File: config.mk
export PLATFORM = sky130hd
export DESIGN_NAME = uart_fifo_char_timing
export DESIGN_NICKNAME = d
export VERILOG_FILES = /design/src/sv/ufct_pkg.sv /design/src/sv/ufct_rx_fifo.sv /design/src/sv/uart_fifo_char_timing.sv
export SDC_FILE = /design/constraint.sdc
export NUM_CORES = 2
export LEC_CHECK = 0
export ABC_AREA = 0
export BUFFER_PORTS_ARGS = -buffer_cell sky130_fd_sc_hd__buf_2
export CORE_MARGIN = 2
export CORE_UTILIZATION = 55
export CTS_BUF_LIST = sky130_fd_sc_hd__clkbuf_16
export DETAILED_ROUTE_END_ITERATION = 8
export PLACE_DENSITY = 0.7
export SETUP_SLACK_MARGIN = 0.15
export SYNTH_ARGS = -nofsm -noshare
export SYNTH_HDL_FRONTEND = slang
export SYNTH_SLANG_ARGS = --single-unit
File: constraint.sdc
create_clock -name clk -period 13.8 [get_ports clk]
set_input_delay 4.14 -clock clk [delete_from_list [all_inputs] [get_ports clk]]
set_output_delay 4.14 -clock clk [all_outputs]
set_load 0.01 [all_outputs]
File: src/sv/ufct_pkg.sv
`timescale 1ns / 1ps
// ----------------------------------------------------------------------------
// ufct_pkg
// Shared types, codes and helpers for the UART receive FIFO and timing block.
// ----------------------------------------------------------------------------
package ufct_pkg;

    typedef enum logic [1:0] {
        OP_READ  = 2'd0,
        OP_WRITE = 2'd1,
        OP_TICK  = 2'd2,
        OP_RX    = 2'd3
    } op_t;

    localparam logic [2:0]  ADDR_DATA     = 3'd3;
    localparam logic [2:0]  ADDR_STATUS   = 3'd5;

    localparam logic [7:0]  ST_TXRDY      = 8'h01;
    localparam logic [7:0]  ST_RXRDY      = 8'h04;
    localparam logic [7:0]  RD_UNMAPPED   = 8'hFF;
    localparam logic [15:0] CHAR_TIME_RST = 16'd65;

    // FIFO status seen by the control logic
    typedef struct packed {
        logic empty;
        logic full;
    } fifo_stat_t;

    // saturating countdown
    function automatic logic [15:0] count_down(input logic [15:0] t,
                                               input logic [15:0] dt);
        logic [15:0] res;
        res = (dt >= t) ? 16'd0 : (t - dt);
        return res;
    endfunction

endpackage

File: src/sv/ufct_rx_fifo.sv
`timescale 1ns / 1ps
// ----------------------------------------------------------------------------
// ufct_rx_fifo
// Receive FIFO: synchronous memory with registered read data and
// pointers that wrap at twice the depth.
// ----------------------------------------------------------------------------
module ufct_rx_fifo #(
    parameter int DEPTH = 256
) (
    input  logic                  clk,
    input  logic                  rst_n,
    input  logic                  push,
    input  logic [7:0]            push_data,
    input  logic                  pop,
    output ufct_pkg::fifo_stat_t  stat,
    output logic [7:0]            pop_data
);

    localparam int IDX_W = (DEPTH > 1) ? $clog2(DEPTH) : 1;
    localparam int PTR_W = IDX_W + 1;
    localparam int LVL_W = PTR_W + 1;
    localparam logic [PTR_W-1:0] DEPTH_P = PTR_W'(DEPTH);
    localparam logic [PTR_W-1:0] LAST_P  = PTR_W'(2 * DEPTH - 1);
    localparam logic [LVL_W-1:0] SPAN_L  = LVL_W'(2 * DEPTH);
    localparam logic [LVL_W-1:0] DEPTH_L = LVL_W'(DEPTH);

    logic [7:0]       mem [DEPTH];
    logic [PTR_W-1:0] wr_ptr_reg, wr_ptr_next;
    logic [PTR_W-1:0] rd_ptr_reg, rd_ptr_next;
    logic [PTR_W-1:0] wr_off, rd_off;
    logic [IDX_W-1:0] wr_idx, rd_idx;
    logic [LVL_W-1:0] level;

    always_comb
    begin
        wr_off = (wr_ptr_reg >= DEPTH_P) ? (wr_ptr_reg - DEPTH_P) : wr_ptr_reg;
        rd_off = (rd_ptr_reg >= DEPTH_P) ? (rd_ptr_reg - DEPTH_P) : rd_ptr_reg;
        wr_idx = wr_off[IDX_W-1:0];
        rd_idx = rd_off[IDX_W-1:0];

        if (wr_ptr_reg >= rd_ptr_reg)
        begin
            level = LVL_W'(wr_ptr_reg) - LVL_W'(rd_ptr_reg);
        end
        else
        begin
            level = LVL_W'(wr_ptr_reg) + SPAN_L - LVL_W'(rd_ptr_reg);
        end

        stat.empty = (wr_ptr_reg == rd_ptr_reg);
        stat.full  = (level >= DEPTH_L);

        wr_ptr_next = (wr_ptr_reg == LAST_P) ? '0 : (wr_ptr_reg + 1'b1);
        rd_ptr_next = (rd_ptr_reg == LAST_P) ? '0 : (rd_ptr_reg + 1'b1);
    end

    always_ff @(posedge clk or negedge rst_n)
    begin
        if (!rst_n)
        begin
            wr_ptr_reg <= '0;
            rd_ptr_reg <= '0;
        end
        else
        begin
            if (push)
            begin
                wr_ptr_reg <= wr_ptr_next;
            end
            if (pop)
            begin
                rd_ptr_reg <= rd_ptr_next;
            end
        end
    end

    always_ff @(posedge clk)
    begin
        if (push)
        begin
            mem[wr_idx] <= push_data;
        end
    end

    // read data holds until the next pop
    always_ff @(posedge clk)
    begin
        if (pop)
        begin
            pop_data <= mem[rd_idx];
        end
    end

endmodule

File: src/sv/uart_fifo_char_timing.sv
`timescale 1ns / 1ps
// ----------------------------------------------------------------------------
// uart_fifo_char_timing
// UART register model with a receive FIFO and character timers.
// ----------------------------------------------------------------------------
// The result is registered at the edge that accepts its request and is offered
// from the next cycle on.
// Throughput: one request per cycle; a result the receiver has not taken
// holds s_axis_tready low until it leaves.
// Reset (rst_n low, asynchronous): transmit-ready set, mask and timers clear,
// FIFO empty, character time 65 us. No clearing pass is needed.
module uart_fifo_char_timing #(
    parameter int FIFO_DEPTH = 256
) (
    input  logic        clk,
    input  logic        rst_n,
    // configuration: character time in microseconds
    input  logic        cfg_valid,
    output logic        cfg_ready,
    input  logic [15:0] cfg_data,
    // request stream
    input  logic        s_axis_tvalid,
    output logic        s_axis_tready,
    input  logic [31:0] s_axis_tdata,  // [2:0] reg_addr, [10:3] data_byte,
                                       // [26:11] elapsed_us, [31:27] zero
    input  logic [1:0]  s_axis_tuser,  // [1:0] operation
    // result stream
    output logic        m_axis_tvalid,
    input  logic        m_axis_tready,
    output logic [23:0] m_axis_tdata   // [7:0] read_data, [8] irq_active,
                                       // [9] tx_valid, [17:10] tx_byte,
                                       // [18] rx_dropped, [23:19] zero
);

    ufct_pkg::op_t        op;
    logic [2:0]           reg_addr;
    logic [7:0]           data_byte;
    logic [15:0]          elapsed_us;
    logic                 in_accept;

    logic [15:0]          char_time_reg;
    logic [7:0]           status_reg, status_next;
    logic [7:0]           mask_reg, mask_next;
    logic [15:0]          tx_cnt_reg, tx_cnt_next;
    logic [15:0]          rx_cnt_reg, rx_cnt_next;
    logic                 held_vld_reg, held_vld_next;
    logic                 out_vld_reg;
    logic [23:0]          out_data_reg, out_data_next;

    logic [7:0]           held_byte;
    logic [7:0]           fifo_rd_data;
    ufct_pkg::fifo_stat_t fifo_stat;
    logic                 push, pop;
    logic [15:0]          tx_dec, rx_dec;

    logic [7:0]           rd_data;
    logic                 irq;
    logic                 tx_vld;
    logic [7:0]           tx_byte;
    logic                 dropped;

    assign op         = ufct_pkg::op_t'(s_axis_tuser);
    assign reg_addr   = s_axis_tdata[2:0];
    assign data_byte  = s_axis_tdata[10:3];
    assign elapsed_us = s_axis_tdata[26:11];

    assign cfg_ready     = 1'b1;
    assign s_axis_tready = !out_vld_reg || m_axis_tready;
    assign in_accept     = s_axis_tvalid && s_axis_tready;
    assign m_axis_tvalid = out_vld_reg;
    assign m_axis_tdata  = out_data_reg;

    // data register reads zero until the first byte is popped
    assign held_byte = held_vld_reg ? fifo_rd_data : 8'h00;

    ufct_rx_fifo #(
        .DEPTH (FIFO_DEPTH)
    ) u_rx_fifo (
        .clk       (clk),
        .rst_n     (rst_n),
        .push      (push),
        .push_data (data_byte),
        .pop       (pop),
        .stat      (fifo_stat),
        .pop_data  (fifo_rd_data)
    );

    always_comb
    begin
        status_next   = status_reg;
        mask_next     = mask_reg;
        tx_cnt_next   = tx_cnt_reg;
        rx_cnt_next   = rx_cnt_reg;
        held_vld_next = held_vld_reg;
        push          = 1'b0;
        pop           = 1'b0;
        rd_data       = ufct_pkg::RD_UNMAPPED;
        tx_vld        = 1'b0;
        tx_byte       = 8'h00;
        dropped       = 1'b0;
        tx_dec        = ufct_pkg::count_down(tx_cnt_reg, elapsed_us);
        rx_dec        = ufct_pkg::count_down(rx_cnt_reg, elapsed_us);

        unique case (op)
            ufct_pkg::OP_READ:
            begin
                unique case (reg_addr)
                    ufct_pkg::ADDR_DATA:
                    begin
                        rd_data     = held_byte;
                        status_next = status_reg & ~ufct_pkg::ST_RXRDY;
                    end
                    ufct_pkg::ADDR_STATUS:
                    begin
                        rd_data = status_reg;
                    end
                    default:
                    begin
                        rd_data = ufct_pkg::RD_UNMAPPED;
                    end
                endcase
            end
            ufct_pkg::OP_WRITE:
            begin
                unique case (reg_addr)
                    ufct_pkg::ADDR_DATA:
                    begin
                        tx_vld      = 1'b1;
                        tx_byte     = data_byte;
                        tx_cnt_next = char_time_reg;
                        status_next = status_reg & ~ufct_pkg::ST_TXRDY;
                    end
                    ufct_pkg::ADDR_STATUS:
                    begin
                        mask_next = data_byte;
                    end
                    default:
                    begin
                        mask_next = mask_reg;
                    end
                endcase
            end
            ufct_pkg::OP_TICK:
            begin
                if (tx_cnt_reg != 16'd0)
                begin
                    tx_cnt_next = tx_dec;
                    if (tx_dec == 16'd0)
                    begin
                        status_next = status_next | ufct_pkg::ST_TXRDY;
                    end
                end
                rx_cnt_next = rx_dec;
                // receive timer idle: move the next FIFO byte to the data register
                if (rx_dec == 16'd0 && !fifo_stat.empty)
                begin
                    pop           = 1'b1;
                    held_vld_next = 1'b1;
                    status_next   = status_next | ufct_pkg::ST_RXRDY;
                    rx_cnt_next   = char_time_reg;
                end
            end
            ufct_pkg::OP_RX:
            begin
                if (fifo_stat.full)
                begin
                    dropped = 1'b1;
                end
                else
                begin
                    push = 1'b1;
                end
            end
            default:
            begin
                rd_data = ufct_pkg::RD_UNMAPPED;
            end
        endcase

        // FIFO moves only on an accepted request
        push = push && in_accept;
        pop  = pop && in_accept;

        irq           = ((status_next & mask_next) != 8'h00);
        out_data_next = {5'b0, dropped, tx_byte, tx_vld, irq, rd_data};
    end

    always_ff @(posedge clk or negedge rst_n)
    begin
        if (!rst_n)
        begin
            char_time_reg <= ufct_pkg::CHAR_TIME_RST;
            status_reg    <= ufct_pkg::ST_TXRDY;
            mask_reg      <= 8'h00;
            tx_cnt_reg    <= 16'd0;
            rx_cnt_reg    <= 16'd0;
            held_vld_reg  <= 1'b0;
            out_vld_reg   <= 1'b0;
        end
        else
        begin
            if (cfg_valid && cfg_ready)
            begin
                char_time_reg <= cfg_data;
            end
            if (in_accept)
            begin
                status_reg   <= status_next;
                mask_reg     <= mask_next;
                tx_cnt_reg   <= tx_cnt_next;
                rx_cnt_reg   <= rx_cnt_next;
                held_vld_reg <= held_vld_next;
                out_vld_reg  <= 1'b1;
            end
            else if (m_axis_tready)
            begin
                out_vld_reg <= 1'b0;
            end
        end
    end

    always_ff @(posedge clk)
    begin
        if (in_accept)
        begin
            out_data_reg <= out_data_next;
        end
    end

`ifndef SYNTHESIS
    a_no_push_full: assert property (@(posedge clk) disable iff (!rst_n)
        !(push && fifo_stat.full))
        else $error("push into full receive FIFO");

    a_no_pop_empty: assert property (@(posedge clk) disable iff (!rst_n)
        !(pop && fifo_stat.empty))
        else $error("pop from empty receive FIFO");

    a_pop_sets_rxrdy: assert property (@(posedge clk) disable iff (!rst_n)
        pop |=> (held_vld_reg && ((status_reg & ufct_pkg::ST_RXRDY) != 8'h00)))
        else $error("popped byte without receive-ready");

    a_tx_clears_txrdy: assert property (@(posedge clk) disable iff (!rst_n)
        (in_accept && out_data_next[9]) |=>
            (m_axis_tvalid && ((status_reg & ufct_pkg::ST_TXRDY) == 8'h00)))
        else $error("transmit left transmit-ready set");
`endif

endmodule

=== Word-level counts from Yosys, hierarchy flattened ===
Memories as Yosys holds them, arrays and structs flattened. A register that Yosys moved wholly into a read port is not among the register bits.
Cells that the tools add are included.

* Bits in registers: 103
* RAM bits: 2048
* Bits of input ports: 55
* Output and inout port bits: 27
* Word-level logic and storage cells: 90
* Memories: 1

{| class="wikitable"
|+ Memories
! name !! depth !! bits a word !! read ports !! clocked after memory_dff !! write ports !! RTL line !! text
|-
| u_rx_fifo.mem || 256 || 8 || 1 || 1 || 1 || ufct_rx_fifo.sv:27 || <nowiki>logic [7:0] mem [DEPTH];</nowiki>
|}

* Add/subtract/negate cells: 9
* Order comparisons: 6
* Equal/unequal tests: 10
* Muxes and demuxes: 31
* Bitwise gates (word level): 1
* Reduce and logical (&&, ||, !) cells: 18

{| class="wikitable"
|+ Operators by type and width
! operator !! number
|-
| $mux 16 || 5
|-
| $mux 8 || 5
|-
| $ge 16x16->1 || 2
|-
| $logic_not 16->1 || 2
|-
| $pmux 16 s2 || 1
|-
| $sub 16x16->16 || 2
|-
| $add 9x1->9 const B || 2
|-
| $eq 9x9->1 const B || 2
|-
| $ge 9x9->1 const B || 2
|-
| $mux 9 || 2
|-
| $pmux 8 s2 || 1
|-
| $reduce_bool 16->1 || 1
|-
| $sub 8x1->8 const B || 2
|-
| $mux 1 || 13
|-
| $add 9x10->10 const B || 1
|-
| $ge 10x9->1 const B || 1
|-
| $mux 10 || 1
|-
| $sub 10x9->10 || 1
|-
| $sub 9x9->10 || 1
|-
| $eq 9x9->1 || 1
|-
| $ge 9x9->1 || 1
|-
| $pmux 3 s3 || 1
|-
| $and 8x8->8 || 1
|-
| $reduce_bool 8->1 || 1
|-
| other kinds (14) || 23
|}

=== Logic depth before layout (Yosys ltp) ===
* Depth after elaboration: 9
* Gate-level depth with buffers: 17
* Depth with buffers taken out: 12

=== Modules after synthesis ===
Synthesis repeated with hierarchy kept, for this count alone.

* Cell total of the unflattened synthesis: 4455
* Area, all modules: 86477.9 um^2

{| class="wikitable"
|+ By module, submodules not included
! module !! instances !! cells each !! area each (um^2) !! seq. area each (um^2)
|-
| ufct_rx_fifo || 1 || 3900 || 81375.5 || 62189.6
|-
| uart_fifo_char_timing || 1 || 555 || 5102.4 || 1925.6
|}

=== Worst setup path after synthesis ===
Ideal clock, no wire load.

* Path kind: input to output
* Start point: input port m_axis_tready
* End point: output port s_axis_tready
* Data arrival time: 4.323 ns
* Required time: 9.660 ns
* Setup slack: 5.337 ns
* Stages: 1
* Path buffers: 0
* Cell sequence: nand2b_1

* Cells in the longest elaborated chain, start to end: 1

{| class="wikitable"
|+ RTL lines
! what !! RTL line !! text
|-
| start, declared || uart_fifo_char_timing.sv:29 || <nowiki>input logic m_axis_tready,</nowiki>
|-
| $logic_or 1x1->1 || uart_fifo_char_timing.sv:68 || <nowiki>assign s_axis_tready = !out_vld_reg || m_axis_tready;</nowiki>
|-
| end, declared || uart_fifo_char_timing.sv:23 || <nowiki>output logic s_axis_tready,</nowiki>
|}

Every way passes these cells.

=== Final worst setup path ===
Same ends and word-level chain as after synthesis.

==> run metrics <==
Synth area leader edfxtp_1; syn avg cell area 21.6 µm²; Synth top area share 73.0%; post-route worst hold slack 0.514 ns; final hold viol count 0; dominant synthesized flop cell edfxtp_1; fin crit share 62.9%; hold buffer count at CTS 0; post-cts repair resize count 0; HP Class reg2reg; count leader, synth edfxtp_1; RSZ-0062 raised after global routing false; placed instance area 0.0880 mm²; P_leak 29.6 nW; via count 40.2k; cell count after placement 5,899; Max Cap Viol 0; Pwr Density 185 mW/mm²; Worst VDD drop 0.126 mV; Synthesis Warnings 0; max frequency 115 MHz; Setup Crit Path Kind in2out; vias in the first global route 40.3k; r2r setup slk 7.13 ns; Vias/cell 6.39; hold_sp mask_reg[2]; Post-Synthesis Cells 3,948; max FFs per register 2,048; WL met1 75,900 µm; ranking of synthesized cells by area edfxtp_1 73%, mux4_2 18%, dfrtp_1 2.0%; Buf+Inv Stages, Crit Path 2; CTS root buf clkbuf_16; Top Ports 82; most used cell, CP buf_2; status finished, final reports clean; Slew @ Worst Pin 1.15 ns; most flop-heavy register u_rx_fifo.mem; Synth Register Bits 2,147; top post-synthesis cells by count 2,075 x edfxtp_1, 672 x mux4_2, 309 x nor2_1; TritonCTS clock tree done; Worst Path Max Fanout 3; Mapped Area 0.0854 mm²; Antenna Violating Nets Remaining 0; flip-flop and latch area 0.0641 mm²; H-tree Lvls 4; Worst-Skew Late Latency 0.83 ns; Largest stage delay, worst path 0.16 ns; clk buf depth 3; clk slew on worst S/H paths 0.06 ns; Finished Layout Cells 6,285; Detailed Route WL 189,000 µm; Startpoint Class input pin; Hold EP mask_reg[2]; post-synth cell types 78; total power 17.5 mW; Top delay family on crit path buffers and inverters; Rows 144; Die ar. 0.158 mm²; final core occ 61.5%; die width 398 µm; Max Used Layer met4; DR WL/cell 30.0 µm; first-pass GRT wire length 278,000 µm; worst endpoint required time 9.66 ns; max_slew headroom 23.5%; Seq/Total Area, Yosys 75.1%; # clock sinks 2,147; DRT Pass-1 Iters 5; FF-to-FF Start u_rx_fifo.rd_ptr_reg[1]; worst hold stages 1; initial antenna violation count 1; slowest cell on the critical path nand2b_1; gr usage total 24.2%; largest net degree at the start of global routing 168; gr ovfl total 0; design area 0.0948 mm²; 1st-iter DRT viols 4,584; Layout Skew 0.0276 ns; dpl ws 5.12 ns; fin worst setup slack 5.12 ns; final net count 4,172; DPL Wire Length 113,000 µm; Reg-to-Reg End u_rx_fifo.pop_data[6]; Post-synth EDFFs 2,075; reg2reg path depth 9; Die H 398 µm; DR WL met3 13,800 µm; setup TNS 0 ns; CP arrival 4.54 ns; Area Growth Syn to Fin 11.0%; Final Max Slew Viols 0; I/O Buffers 70; layout cell share with drive strength beyond 1 27.2%; filler instances 10.4k; CP cell instances buf_2 -> nand2b_1 -> buf_2; Tmin final 8.68 ns; ys async rst share 3.35%; DRC 0; Placer Congestion 0.865; final setup violation count 0; crit path capture type output port; Post-CTS Setup Bufs 0; Initial Util 55.4%; Routed met2 length 94,400 µm; cts bufs inserted 205; Multi-input gate area 0.0203 mm²; core footprint 0.154 mm²
metal layers:
| metal | vias to the layer above | global-route usage, % |
|---|---|---|
| li1 | 16800 | - |
| met1 | 21500 | 34.9 |
| met2 | 1648 | 39.1 |
| met3 | 233 | 4.02 |
| met4 | 0 | 6.43 |
| met5 | - | 0 |
power breakdown:
group,internal [mW],switching (mW)
registers,7.23,0.161
clock network,3.18,2.40
logic,2.19,2.38
total,12.6,4.94
cell usage in the layout, fill, tap and decap left out, drive strengths merged, types with 7 or more instances in the layout:
cell type and count:
edfxtp 2075, buf 129, o21a 12, ha 53, nor2 310, nand3 20, o31a 8, o21ai 45
nand4b 9, bufinv 22, o211ai 7, a22oi 18, clkinvlp 16, nor3 14, and3 20, clkbuf 210
nand2 75, or2 8, clkinv 103, a31oi 18, inv 81, mux2 23, dfrtp 69, nand2b 15
a21o 14, xnor2 10, nand4 10, xor2 12, a21oi 43, mux4 672, nor2b 11
how the worst max path moves through the flow:
stage	startpoint	to	slack, ns	cells after the start
after floorplan	m_axis_tready	s_axis_tready	5.34	1
after global placement	m_axis_tready	s_axis_tready	5.12	3
after detailed placement	m_axis_tready	s_axis_tready	5.12	3
after CTS	m_axis_tready	s_axis_tready	5.12	3
after global routing	m_axis_tready	s_axis_tready	5.10	3
final	m_axis_tready	s_axis_tready	5.12	3
logic make-up (layout without fill, tap and decap cells):
kind of cell	count (synthesis)	count (layout)	share of synthesized area [%]
flops	2147	2147	75.1
mux	699	699	18.1
simple gates	520	520	2.71
buf+inv	273	561	1.24
compound gates	230	230	1.86
fa+ha+maj	55	55	0.823
xor+xnor	22	22	0.226
other cells	2	7	0.00879
cell type report:
class                           instances  area share [%]
Timing Repair Buffer                  129           0.937
Sequential cell                      2147            67.7
Inverter                               47           0.194
Clock inverter                        175            1.59
Antenna cell                            1         0.00264
Clock buffer                          210            5.54
Tap cell                             2044            2.70
Multi-Input combinational cell       1532            21.4
Power figures use the tool's default switching activity.
